[config.mk]
export PLATFORM = sky130hd
export DESIGN_NAME = wps_job_queue
export DESIGN_NICKNAME = d
export VERILOG_FILES = /design/src/rtl/wps_pkg.sv /design/src/rtl/wps_job_queue.sv
export SDC_FILE = /design/constraint.sdc
export NUM_CORES = 1
export LEC_CHECK = 0
export BUFFER_PORTS_ARGS = -buffer_cell sky130_fd_sc_hd__buf_2
export CELL_PAD_IN_SITES_DETAIL_PLACEMENT = 2
export CELL_PAD_IN_SITES_GLOBAL_PLACEMENT = 2
export CORE_ASPECT_RATIO = 1.5
export CORE_MARGIN = 5
export CORE_UTILIZATION = 45
export CTS_CLUSTER_SIZE = 12
export DETAILED_ROUTE_END_ITERATION = 8
export PLACE_DENSITY_LB_ADDON = 0.1
export SLEW_MARGIN = 20
export SYNTH_ARGS = -nofsm -noshare
export SYNTH_HDL_FRONTEND = slang
export SYNTH_SLANG_ARGS = --single-unit
[constraint.sdc]
create_clock -name clk_i -period 4.9 [get_ports clk_i]
set_clock_uncertainty 0.1 [all_clocks]
set_input_delay 0.245 -clock clk_i [delete_from_list [all_inputs] [get_ports clk_i]]
set_output_delay 0.245 -clock clk_i [all_outputs]
set_load 0.05 [all_outputs]
[src/rtl/wps_pkg.sv]
// Shared types and constants for the waypoint path stepper.
package wps_pkg;

  localparam int MaxPoints    = 64;
  localparam int FractionBits = 16;
  localparam int SlotW        = 6;
  localparam int CountW       = 7;
  localparam int CoordW       = 16;
  localparam int SpeedW       = 8;

  // Square-root and divide iteration counts.
  localparam int RootSteps = 17 + FractionBits;
  localparam int DivSteps  = 25 + 2 * FractionBits;

  typedef enum logic [1:0] {
    KIND_MOVE  = 2'd0,
    KIND_EMPTY = 2'd1,
    KIND_LAST  = 2'd2
  } kind_e;

  typedef enum logic {
    CMD_LOAD    = 1'b0,
    CMD_ADVANCE = 1'b1
  } cmd_e;

  typedef enum logic {
    REG_GROUND_COUNT = 1'b0,
    REG_AERIAL_COUNT = 1'b1
  } reg_idx_e;

  typedef struct packed {
    logic                     command;
    logic                     path_select;
    logic [SlotW-1:0]         point_slot;
    logic signed [CoordW-1:0] point_x;
    logic signed [CoordW-1:0] point_y;
    logic [CountW-1:0]        segment_in;
    logic signed [CoordW-1:0] pos_x;
    logic signed [CoordW-1:0] pos_y;
    logic [SpeedW-1:0]        step_speed;
  } in_item_t;

  typedef struct packed {
    logic signed [CoordW-1:0] next_x;
    logic signed [CoordW-1:0] next_y;
    logic [CountW-1:0]        segment_out;
    logic                     arrived;
  } out_item_t;

  // Classified step handed from the front end to the back end.
  typedef struct packed {
    kind_e                    kind;
    logic [CountW-1:0]        seg;
    logic [CountW-1:0]        n;
    logic signed [CoordW-1:0] px;
    logic signed [CoordW-1:0] py;
    logic signed [CoordW-1:0] x1;
    logic signed [CoordW-1:0] y1;
    logic signed [CoordW-1:0] x2;
    logic signed [CoordW-1:0] y2;
    logic [SpeedW-1:0]        speed;
  } job_t;

endpackage

[src/rtl/wps_job_queue.sv]
// Short queue of classified steps between the front and back ends.
module wps_job_queue (
  input  logic          clk_i,
  input  logic          rst_ni,
  input  logic          push_i,
  input  wps_pkg::job_t data_i,
  output logic          full_o,
  input  logic          pop_i,
  output wps_pkg::job_t data_o,
  output logic          empty_o
);
  import wps_pkg::*;

  job_t       buf_q [4];
  logic [1:0] wr_q, rd_q;
  logic [2:0] cnt_q;
  logic       do_push, do_pop;

  assign full_o  = (cnt_q == 3'd4);
  assign empty_o = (cnt_q == 3'd0);
  assign data_o  = buf_q[rd_q];
  assign do_push = push_i && !full_o;
  assign do_pop  = pop_i && !empty_o;

  always_ff @(posedge clk_i) begin
    if (do_push) begin
      buf_q[wr_q] <= data_i;
    end
  end

  // Advance pointers and occupancy.
  always_ff @(posedge clk_i or negedge rst_ni) begin
    if (!rst_ni) begin
      wr_q  <= '0;
      rd_q  <= '0;
      cnt_q <= '0;
    end else begin
      if (do_push) wr_q <= wr_q + 2'd1;
      if (do_pop)  rd_q <= rd_q + 2'd1;
      cnt_q <= cnt_q + 3'(do_push) - 3'(do_pop);
    end
  end

endmodule

# Yosys cells after proc, flatten, opt, wreduce, memory -nomap -nowiden
# Memories as Yosys holds them, arrays and structs flattened.
# Index checks and enable logic that the tools add are counted.
# word_totals
ff_bits	7
ramBits	480
in_bits	124
output_inout_bits	122
word_cells	16
memories	1
# op_classes
add_sub_neg	4
n_eq_ne	1
muxes	2
reduce_logical	5
# memory_table
memory	depth	width	read_ports	rd_ports_with_merged_regs	write_ports	line	source
buf_q	4	120	1	0	1	wps_job_queue.sv:14	job_t buf_q [4];
# ops
operator	n
2-bit by 1-bit adder with 2-bit output (second input constant)	2
3-bit by 1-bit adder with 3-bit output	1
3-bit == test (second input constant)	1
3-bit zero test	1
3-bit by 1-bit subtractor with 3-bit output	1
1-bit logical AND	2
1-bit zero test	2
1-bit two-way mux	2

# Logic depth before layout (Yosys ltp)
# Gate-level depths: netlist (run 1).
# logic_depth
ltp_word	5
ltp_mapped	8

# Least setup slack after synthesis (run 1)
# OpenSTA, ideal clock, no wires.
# synth_path
path_kind	register to register
start	reg cnt_q[2]
end	mem buf_q[0][0] (netlist name), enable pin
setup_time_ns	0.494
arrival_time_ns	3.633
path_slack_ns	0.673
path_stages_with_launch	3
synth_period_minus_slack_ns	4.227
cell_sequence	dfrtp_1 > nor3b_2 > and3b_1
# synth_via
elab_chain_len	5
# synth_lines
element	line	source
start: declaration	wps_job_queue.sv:16	logic [2:0] cnt_q;
start signal: assignment	wps_job_queue.sv:40	cnt_q <= cnt_q + 3'(do_push) - 3'(do_pop);
3-bit == test	wps_job_queue.sv:19	assign full_o = (cnt_q == 3'd4);
named net full_o	wps_job_queue.sv:7	output logic full_o,
1-bit zero test	wps_job_queue.sv:22	assign do_push = push_i && !full_o;
1-bit logical AND	wps_job_queue.sv:22	
1-bit two-way mux	wps_job_queue.sv:26	if (do_push) begin
1-bit two-way mux (not written as such)	wps_job_queue.sv:27	buf_q[wr_q] <= data_i;
end: declaration	wps_job_queue.sv:14	
# The timed path passes the listed nets, and every way through them passes these cells.

==> qor.txt, run 1 <==
==========================================================================================
Actual slew at the worst max-slew pin                                             1.006 ns
Signal arrival time at the worst endpoint                                          2.87 ns
Worst setup margin                                                                1.684 ns
Sequential share of the synthesized area                                            81.70%
Placeable core region                                                           39310 um^2
Final min period                                                                  3.216 ns
Count of vias placed by the detailed router                                           8587
Achievable clock frequency                                                       311.0 MHz
Share of flip-flops with an asynchronous set or reset                               1.437%
Maximum number of pins on one net before global-route repair                            71
Residual antenna-violating net count after detailed routing                              0
Count of H-tree levels built during CTS                                                  2
Switching power as a share of total power                                           39.95%
Routability Congestion                                                              0.7313
Count of cells along the worst register-to-register path                                 3
Count of nets after finishing                                                         1200
Number of storage elements in the synthesis netlist                                    487
Clock tree from TritonCTS                                                             done
Net Switching                                                                     6.016 mW
Largest fanout on the critical path                                                     37
Worst Min Path Start                                                           data_i[110]
Initial standard-cell utilization of the core                                       45.43%
Hold Path Depth                                                                          2
Max Transition Viols Final                                                               0
Syn_area_per_cell                                                               26.73 um^2
Number of DRC violations after detailed routing                                          0
Setup Buffers After CTS                                                                  0
Number of nets produced by synthesis                                                   799
Post-CTS resize count                                                                    0
Clk root buf                                                                  sky130_fd_sc_hd__clkbuf_16
Clock edge transition at the registers on the reported setup and hold paths        0.06 ns
First-pass GRT wire length                                                        68770 um
Headroom to the max-slew limit                                                      32.91%
Internal power                                                                    9.042 mW
Cell types with the largest area share after synthesis                        sky130_fd_sc_hd__edfxtp_1, sky130_fd_sc_hd__mux4_2, sky130_fd_sc_hd__dfrtp_1
Congestion Overflow GR                                                                   0
Vias in the first global route                                                        9961
Number of violations of the max-capacitance limit                                        0
Sinks on the clock net                                                                 487
First drt pass iteration count                                                           5
Count of hold buffers inserted by post-cts repair                                      124
Run status                                                                    finished clean
Fraction of final layout cells sized beyond drive strength 1                        39.67%
Startpoint kind of the worst setup timing path                                        flop
Number of antenna violations at the first check in global routing                        2
Die outline height                                                                254.0 um
Period utilization                                                                  65.63%
Required @ worst endpoint                                                          4.55 ns
Clock network fraction of total power                                                21.7%
Post-synthesis cell area                                                        17860 um^2
Worst setup slack before clock tree synthesis                                     2.157 ns
Overall die area                                                                43850 um^2
Detailed Place HPWL                                                               27350 um
Maximum vdd ir drop                                                              0.4969 mV
Layout filler cell count                                                              3174
Clock buffer count from CTS                                                             47
I/O pin total                                                                          246
Unique cell type count in the Yosys netlist                                             23
Average wire per cell in the routed design                                        28.87 um
Wire length reported by the detailed router                                       45910 um
Logic gate share of total power                                                      38.8%
Total track usage                                                                   21.05%
Number of synthesis warnings                                                             0
Clock latency reported for the late side of the worst-skew pair                    0.55 ns
Fraction of synthesized cell area taken by the top area cell type                   80.72%
Deepest clock path buffer count                                                          3
Worst setup path category                                                     flop to output pin
Startpoint of the most critical register-to-register path                         cnt_q[2]
Number of hold-slack violations in the final timing report                               0
Worst setup EP type                                                             output pin
Setup TNS Final                                                                       0 ns
DRC violation total after the first TritonRoute iteration                              629
Critical path launch point                                                         rd_q[0]
Number of flops mapped to enable cells by yosys                                        480
Primary FF master, synth                                                      sky130_fd_sc_hd__edfxtp_1
Final setup violation count                                                              0
Power density over the cells                                                  680.2 nW/um^2
Sequential fraction of design power                                                  39.5%
Worst min path class                                                          input port to flop
I/O Buffers                                                                            245
Instance count of the mapped netlist                                                   668
DIE WIDTH                                                                         172.7 um
Std-Cell Rows                                                                           89
RSZ-0062 raised after global routing                                                    no
Leading area contributor after synthesis                                      sky130_fd_sc_hd__edfxtp_1
Area overhead of the layout relative to synthesis                                   23.97%
Leakage dissipation                                                               7.557 nW
Via-per-instance ratio                                                               5.401
==========================================================================================
cells in the final DEF, fill, tap and decap left out:
cell	Yosys	final
sky130_fd_sc_hd__nor3_1	1	1
sky130_fd_sc_hd__edfxtp_1	480	480
sky130_fd_sc_hd__inv_1	6	6
sky130_fd_sc_hd__and3b_4	0	4
sky130_fd_sc_hd__buf_2	10	245
sky130_fd_sc_hd__dlygate4sd3_1	0	124
sky130_fd_sc_hd__fa_1	1	1
sky130_fd_sc_hd__o311ai_0	1	1
sky130_fd_sc_hd__mux4_2	120	120
sky130_fd_sc_hd__nand2_1	1	1
sky130_fd_sc_hd__clkinv_1	0	2
sky130_fd_sc_hd__buf_12	8	5
sky130_fd_sc_hd__dfrtp_1	7	5
sky130_fd_sc_hd__nand2b_1	4	4
sky130_fd_sc_hd__buf_4	4	5
sky130_fd_sc_hd__clkinv_2	0	1
sky130_fd_sc_hd__nor3b_2	1	1
sky130_fd_sc_hd__o211ai_1	2	2
sky130_fd_sc_hd__clkbuf_1	1	17
sky130_fd_sc_hd__clkbuf_16	0	49
sky130_fd_sc_hd__xnor2_1	4	4
sky130_fd_sc_hd__nand4bb_1	2	2
sky130_fd_sc_hd__diode_2	0	1
sky130_fd_sc_hd__ha_1	6	6
sky130_fd_sc_hd__dfrtp_4	0	2
sky130_fd_sc_hd__o31ai_1	1	1
routing by layer:
layer	up-vias	share of wire [%]	global-route usage, %	wire [um]
li1	3677	-	-	-
met1	4570	40	27.76	18280
met2	284	53	36.47	24200
met3	56	5.4	4.063	2487
met4	0	2.1	5.438	946
met5	-	0	0	0
final timing paths:
check | to | slack [ns]
max | data_o[93] | 1.68
min in group asynchronous | cnt_q[1] | 0.58
min | buf_q[3][110] | 0.34
min reg2reg | wr_q[1] | 0.53
max in group asynchronous | rd_q[0] | 3.81
max reg2reg | buf_q[3][44] | 2.15
stage by stage:
stage	std cells	power (mW)	util, %	cell area [um^2]	hold slack (ns)
2_1_floorplan	668	10.45	-	17860	-0.1506
3_3_place_gp	1396	11.66	49.84	19590	-0.009240
3_5_place_dp	1396	11.87	49.84	19590	-0.0006471
4_1_cts	1589	15.21	56.31	22140	0.3170
5_1_grt	1590	15.70	56.32	22140	0.3243
6_report	1590	15.06	56.32	22140	0.3416
kinds of logic (layout without fill, tap and decap cells):
| group | Yosys count | in the layout | share of synthesized area (%) |
|---|---|---|---|
| DFF | 487 | 487 | 81.70 |
| muxes | 120 | 120 | 15.13 |
| buffers and inverters | 33 | 454 | 1.682 |
| and+or+nand+nor | 13 | 13 | 0.5814 |
| adders and majority gates | 7 | 7 | 0.5325 |
| AOI/OAI and AO/OA | 4 | 4 | 0.1752 |
| xor gates and xnor gates | 4 | 4 | 0.1962 |
| other | 0 | 1 | 0 |
cell type report:
class	count	area [um^2]	area share [%]
diodes	1	2.502	0.01130
clock buffers	66	1290	5.827
clock inverters	3	12.51	0.05652
inverters	6	22.52	0.1017
multi-input cells	148	2983	13.47
flip-flops and latches	487	14600	65.94
well taps	500	625.6	2.826
repair buffers	379	2605	11.77
cells in the mapped netlist, drive strengths merged, types with 2 or more instances:
| cell type | n |
|---|---|
| and3b | 4 |
| buf | 26 |
| dfrtp | 7 |
| edfxtp | 480 |
| ha | 6 |
| inv | 6 |
| mux4 | 120 |
| nand2b | 4 |
| nand4bb | 2 |
| o211ai | 2 |
| xnor2 | 4 |
state kept, by name, summed over array words and instances (netlist names):
| name | cells |
|---|---|
| rd_q | 2 |
| cnt_q | 3 |
| buf_q | 480 |
| wr_q | 2 |
power by group through the flow:
stage | Sequential (mW) | Combinational (mW) | Clock (mW)
after floorplan | 5.79 | 4.66 | 0
after global placement | 5.92 | 5.74 | 0
after detailed placement | 6.03 | 5.84 | 0
after CTS | 5.95 | 5.94 | 3.32
after global routing | 6.03 | 6.11 | 3.57
final | 5.95 | 5.84 | 3.27
worst max-delay path, stage by stage (launching register included):
cell                      delay, ns
sky130_fd_sc_hd__dfrtp_4       0.90
sky130_fd_sc_hd__buf_4         0.51
sky130_fd_sc_hd__mux4_2        0.60
sky130_fd_sc_hd__buf_2         0.24
Note: power is estimated with default switching activity, not from simulation.
==> run 2, diff against run 1 <==
Settings changed: CORE_UTILIZATION 45 to 41.
Clock period 4.9 ns to 2.6 ns, I/O delays scaled along.
==> run 2 against run 1 <==
Highest routed layer is now met5. Wire length shrank 7.4%. Die area grew 9.3%. Critical path depth is the same. Largest power group is now combinational cells. Sequential cell count is the same.
==> qor.txt, run 2 (synthesis results as in run 1) <==
==========================================================================================
First-pass GRT wire length                                                        64870 um
Largest register FFs                                                                   480
Achievable clock frequency                                                       405.3 MHz
Count of antenna diodes in the layout                                                    0
Count of cells along the worst register-to-register path                                 8
Wire length on met3                                                                1961 um
Clock buffer count from CTS                                                             49
DRC violation total after the first TritonRoute iteration                              421
Std-Cell Rows                                                                           93
Worst setup EP type                                                             output pin
Most flops, register                                                                 buf_q
Registers with the most flip-flops                                            buf_q (480), cnt_q (3)
Setup slack of the worst register-to-register path                                 0.15 ns
Leakage dissipation                                                               7.627 nW
Count of H-tree levels built during CTS                                                  2
Hold Path Depth                                                                          2
Maximum number of pins on one net before global-route repair                            87
Power density over the cells                                                  1271 nW/um^2
Number of antenna violations at the first check in global routing                        2
Headroom to the max-slew limit                                                      62.20%
Final setup violation count                                                              0
Wire length reported by the detailed router                                       42500 um
I/O pin total                                                                          246
Count of vias placed by the detailed router                                           8461
Total track usage                                                                   17.84%
Count of nets after finishing                                                         1205
Worst min path class                                                          input port to flop
Met2 wire length                                                                  23760 um
Setup Buffers After CTS                                                                  0
Placeable core region                                                           43050 um^2
Detailed Place HPWL                                                               25240 um
Average wire per cell in the routed design                                        25.51 um
Overall die area                                                                47910 um^2
Actual slew at the worst max-slew pin                                            0.5670 ns
Startpoint of the most critical register-to-register path                         cnt_q[1]
Congestion Overflow GR                                                                   0
Worst setup path category                                                     flop to output pin
Worst Min Path Start                                                             data_i[6]
Final hold slack                                                                 0.2313 ns
Signal arrival time at the worst endpoint                                          2.24 ns
Deepest clock path buffer count                                                          3
Period utilization                                                                  94.90%
Die outline height                                                                265.6 um
Metal-1 WL                                                                        15940 um
First drt pass iteration count                                                           5
Clock tree from TritonCTS                                                             done
Placed cells                                                                          1469
Top layer used by detailed routing                                                    met5
Run status                                                                    finished clean
Area overhead of the layout relative to synthesis                                   25.43%
Sinks on the clock net                                                                 487
Family with the most delay on the worst path                                  multiplexers
CP peak stage delay                                                                0.60 ns
Maximum vdd ir drop                                                              0.9319 mV
Clk root buf                                                                  sky130_fd_sc_hd__clkbuf_16
Number of violations of the max-capacitance limit                                        0
Initial standard-cell utilization of the core                                       41.48%
Fraction of final layout cells sized beyond drive strength 1                        40.05%
Vias in the first global route                                                       10001
Clock edge transition at the registers on the reported setup and hold paths        0.06 ns
Number of buffer and inverter instances along the worst setup path                       2
Residual antenna-violating net count after detailed routing                              0
Via-per-instance ratio                                                               5.079
Sequence of cells on the critical path                                        buf_16 -> mux4_2 -> buf_2
Max Transition Viols Final                                                               0
Required @ worst endpoint                                                          2.37 ns
DIE WIDTH                                                                         180.4 um
Most frequent cells in the layout                                             sky130_fd_sc_hd__edfxtp_1, sky130_fd_sc_hd__buf_2, sky130_fd_sc_hd__dlygate4sd3_1
Clock latency reported for the late side of the worst-skew pair                    0.55 ns
Routability Congestion                                                              0.7098
RSZ-0062 raised after global routing                                                    no
Number of hold-slack violations in the final timing report                               0
Final min period                                                                  2.467 ns
Final std cells w/o fill                                                              1666
I/O Buffers                                                                            245
Terminating pin of the worst hold path                                         buf_q[1][6]
Terminus of the critical flop-to-flop path                                        cnt_q[2]
Depth of the critical timing path with buffers and inverters included                    3
Commonest non-fill, non-tap cell in the layout                                sky130_fd_sc_hd__edfxtp_1
Master of the slowest instance on the critical path                           sky130_fd_sc_hd__mux4_2
Largest fanout on the critical path                                                     47
Number of DRC violations after detailed routing                                          0
Startpoint kind of the worst setup timing path                                        flop
==========================================================================================
[run 2: final cells by class]
type	count	area (um^2)
Sequential cell	487	14600
Clock buffer	63	1279
Timing Repair Buffer	382	2723
Clock inverter	10	70.07
Multi-Input combinational cell	148	2994
Inverter	6	22.52
Fill cell	3733	20660
Tap cell	570	713.2
[run 2: worst reg2reg max path, cell delays in order, from the launching register on]
cell and delay [ns]:
sky130_fd_sc_hd__dfrtp_1 0.47, sky130_fd_sc_hd__o31ai_2 0.36, sky130_fd_sc_hd__inv_1 0.12, sky130_fd_sc_hd__ha_1 0.31
sky130_fd_sc_hd__inv_1 0.05, sky130_fd_sc_hd__ha_1 0.20, sky130_fd_sc_hd__fa_1 0.44, sky130_fd_sc_hd__xnor2_1 0.19
sky130_fd_sc_hd__xnor2_1 0.14
[run 2: per-layer routing]
| metal | vias up | track usage (%) |
|---|---|---|
| met1 | 4494 | 21.35 |
| met5 | - | 0 |
| met4 | 4 | 4.356 |
| met3 | 47 | 3.584 |
| li1 | 3701 | - |
| met2 | 215 | 33.20 |
[run 2: how the worst max path moves through the flow]
stage | from | end | slack [ns]
2_1_floorplan | cnt_q[2] | buf_q[0][0] | -0.19
3_3_place_gp | cnt_q[1] | cnt_q[2] | 0.28
3_5_place_dp | cnt_q[1] | cnt_q[2] | 0.07
4_1_cts | rd_q[0] | data_o[82] | 0.04
5_1_grt | rd_q[0] | data_o[82] | 0.02
6_report | rd_q[0] | data_o[95] | 0.13
[run 2: where the power goes]
part	internal (mW)	switching [mW]
combinational	3.41	8.04
clock	3.51	2.70
sequential	10.3	0.448
total	17.3	11.2
[run 2: metrics by stage]
step	total power, mW	setup TNS [ns]	area, um^2	utilization (%)	setup WS, ns
finish	28.46	0	22400	52.02	0.1325
global route	29.71	0	22400	52.02	0.01956
CTS	28.92	0	22390	51.99	0.03900
detailed placement	22.46	0	19800	45.98	0.06582
global placement	22.10	0	19800	45.98	0.2783
floorplan	19.59	-93.54	17870	-	-0.1949
[run 2: repair_timing]
| item | 4_1_cts | 5_1_grt |
|---|---|---|
| hold buffers | 124 | 0 |
| setup endpoints to repair | 0 | 2 |
| gates resized for setup | 0 | 2 |
| hold endpoints to repair | 491 | 0 |
==> run 3, diff against run 2 <==
Settings changed: CORE_ASPECT_RATIO 1.5 to 0.9.
==> run 3 against run 2 <==
Count of clock-buffer cells in the layout rose by 10. Wire length rose by 3.3%. Non-clock buffer count rose by 15. Cell count rose by 1.0%. Sequential cell count did not move. First-iteration DRC count rose by 16%. Sequential share of layout area fell by 0.93 points. Critical path type unchanged. Critical endpoint is now data_o[29].
==> qor.txt, run 3 (synthesis results as in run 1) <==
==========================================================================================
Number of hold-slack violations in the final timing report                               0
Signal arrival time at the worst endpoint                                          2.16 ns
Average wire per cell in the routed design                                        26.09 um
Terminating pin of the worst hold path                                        buf_q[2][27]
Count of H-tree levels built during CTS                                                  2
Period utilization                                                                  91.87%
Worst setup EP type                                                             output pin
Clock tree from TritonCTS                                                             done
Count of nets after finishing                                                         1221
Clock latency reported for the late side of the worst-skew pair                    0.57 ns
Vias in the first global route                                                       10177
Routability Congestion                                                              0.7251
Registers with the most flip-flops                                            buf_q (480), cnt_q (3)
Die outline height                                                                208.0 um
Number of DRC violations after detailed routing                                          0
Startpoint kind of the worst setup timing path                                        flop
Sinks on the clock net                                                                 487
DRC violation total after the first TritonRoute iteration                              488
Wire length reported by the detailed router                                       43910 um
Most frequent cells in the layout                                             sky130_fd_sc_hd__edfxtp_1, sky130_fd_sc_hd__buf_2, sky130_fd_sc_hd__dlygate4sd3_1
Power density over the cells                                                  1285 nW/um^2
Run status                                                                    finished clean
I/O pin total                                                                          246
RSZ-0062 raised after global routing                                                    no
Worst setup path category                                                     flop to output pin
Maximum vdd ir drop                                                              0.7228 mV
Area used by multi-input combinational logic                                     2989 um^2
Commonest non-fill, non-tap cell in the layout                                sky130_fd_sc_hd__edfxtp_1
Total track usage                                                                   18.51%
Detailed Place HPWL                                                               27150 um
Area overhead of the layout relative to synthesis                                   27.23%
Count of vias placed by the detailed router                                           8565
Worst Min Path Start                                                            data_i[27]
Count of cells along the worst register-to-register path                                 8
Final min period                                                                  2.389 ns
Layout filler cell count                                                              3669
Overall die area                                                                47830 um^2
Final setup violation count                                                              0
Actual slew at the worst max-slew pin                                            0.5785 ns
Worst min path class                                                          input port to flop
First-pass GRT wire length                                                        66960 um
Fraction of final layout cells sized beyond drive strength 1                        40.51%
Headroom to the max-slew limit                                                      61.44%
Maximum number of pins on one net before global-route repair                            80
Post-route design area                                                          22720 um^2
Startpoint of the most critical register-to-register path                         cnt_q[1]
Number of buffer and inverter instances along the worst setup path                       2
Required @ worst endpoint                                                          2.37 ns
Final hold slack                                                                 0.1995 ns
Number of violations of the max-capacitance limit                                        0
Sequence of cells on the critical path                                        buf_12 -> mux4_2 -> buf_2
Clock buffer count from CTS                                                             50
Deepest clock path buffer count                                                          3
Largest register FFs                                                                   480
Area after DPL                                                                  19950 um^2
Placeable core region                                                           43060 um^2
CP peak stage delay                                                                0.65 ns
Family with the most delay on the worst path                                    flip-flops
Terminus of the critical flop-to-flop path                                        cnt_q[2]
Number of antenna violations at the first check in global routing                        2
Count of antenna diodes in the layout                                                    0
First drt pass iteration count                                                           6
Residual antenna-violating net count after detailed routing                              0
I/O Buffers                                                                            245
Clk root buf                                                                  sky130_fd_sc_hd__clkbuf_16
Leakage dissipation                                                               7.792 nW
Setup slack of the worst register-to-register path                                 0.21 ns
Via-per-instance ratio                                                               5.089
Hold Path Depth                                                                          2
Clock edge transition at the registers on the reported setup and hold paths        0.06 ns
Most flops, register                                                                 buf_q
Largest fanout on the critical path                                                     39
Master of the slowest instance on the critical path                           sky130_fd_sc_hd__dfrtp_4
Initial standard-cell utilization of the core                                       41.47%
DIE WIDTH                                                                         230.0 um
Std-Cell Rows                                                                           72
Max Transition Viols Final                                                               0
Congestion Overflow GR                                                                   0
Achievable clock frequency                                                       418.7 MHz
Storage element area                                                            14600 um^2
==========================================================================================
==> run 3: worst max-delay path by stage <==
stage | start | to | slack (ns) | depth (start not counted)
finish | rd_q[1] | data_o[29] | 0.21 | 3
global route | cnt_q[1] | cnt_q[2] | 0.03 | 8
CTS | rd_q[1] | data_o[1] | 0.03 | 3
detailed placement | cnt_q[1] | cnt_q[2] | 0.19 | 8
global placement | cnt_q[1] | cnt_q[2] | 0.29 | 8
floorplan | cnt_q[2] | buf_q[0][0] | -0.19 | 2
==> run 3: what timing repair did <==
| item | in CTS | in global routing |
|---|---|---|
| hold buffers | 124 | 0 |
| endpoints found under the hold margin | 491 | 0 |
| setup endpoints to repair | 108 | 1 |
| pin swaps | 0 | 0 |
| resized for setup | 0 | 0 |
| buffers inserted | 4 | 1 |
==> run 3: area by class of cell <==
class                   count  area share [%]
well taps                 555           3.056
repair buffers            397           13.01
multi-input cells         148           13.16
clock buffers              73           5.931
flip-flops and latches    487           64.24
inverters                   6         0.09912
clock inverters            17          0.5066
==> run 3: through the flow <==
step | util (%) | instances | power (mW) | setup TNS, ns | setup slack, ns
6_report | 52.76 | 1683 | 29.20 | 0 | 0.2114
5_1_grt | 52.76 | 1683 | 30.54 | 0 | 0.03182
4_1_cts | 52.73 | 1682 | 29.70 | 0 | 0.03216
3_5_place_dp | 46.33 | 1464 | 22.76 | 0 | 0.1929
3_3_place_gp | 46.33 | 1464 | 22.35 | 0 | 0.2908
2_1_floorplan | - | 668 | 19.59 | -93.54 | -0.1949
==> run 3: power breakdown <==
part | internal, mW | switching (mW)
clock network | 3.68 | 2.88
registers | 10.3 | 0.514
logic | 3.69 | 8.08
==> run 3: per-layer routing <==
| metal | GRT usage (%) | routed length, um |
|---|---|---|
| met1 | 23.00 | 17540 |
| met4 | 4.452 | 821 |
| met5 | 0 | 23 |
| met2 | 32.98 | 23200 |
| met3 | 4.526 | 2331 |
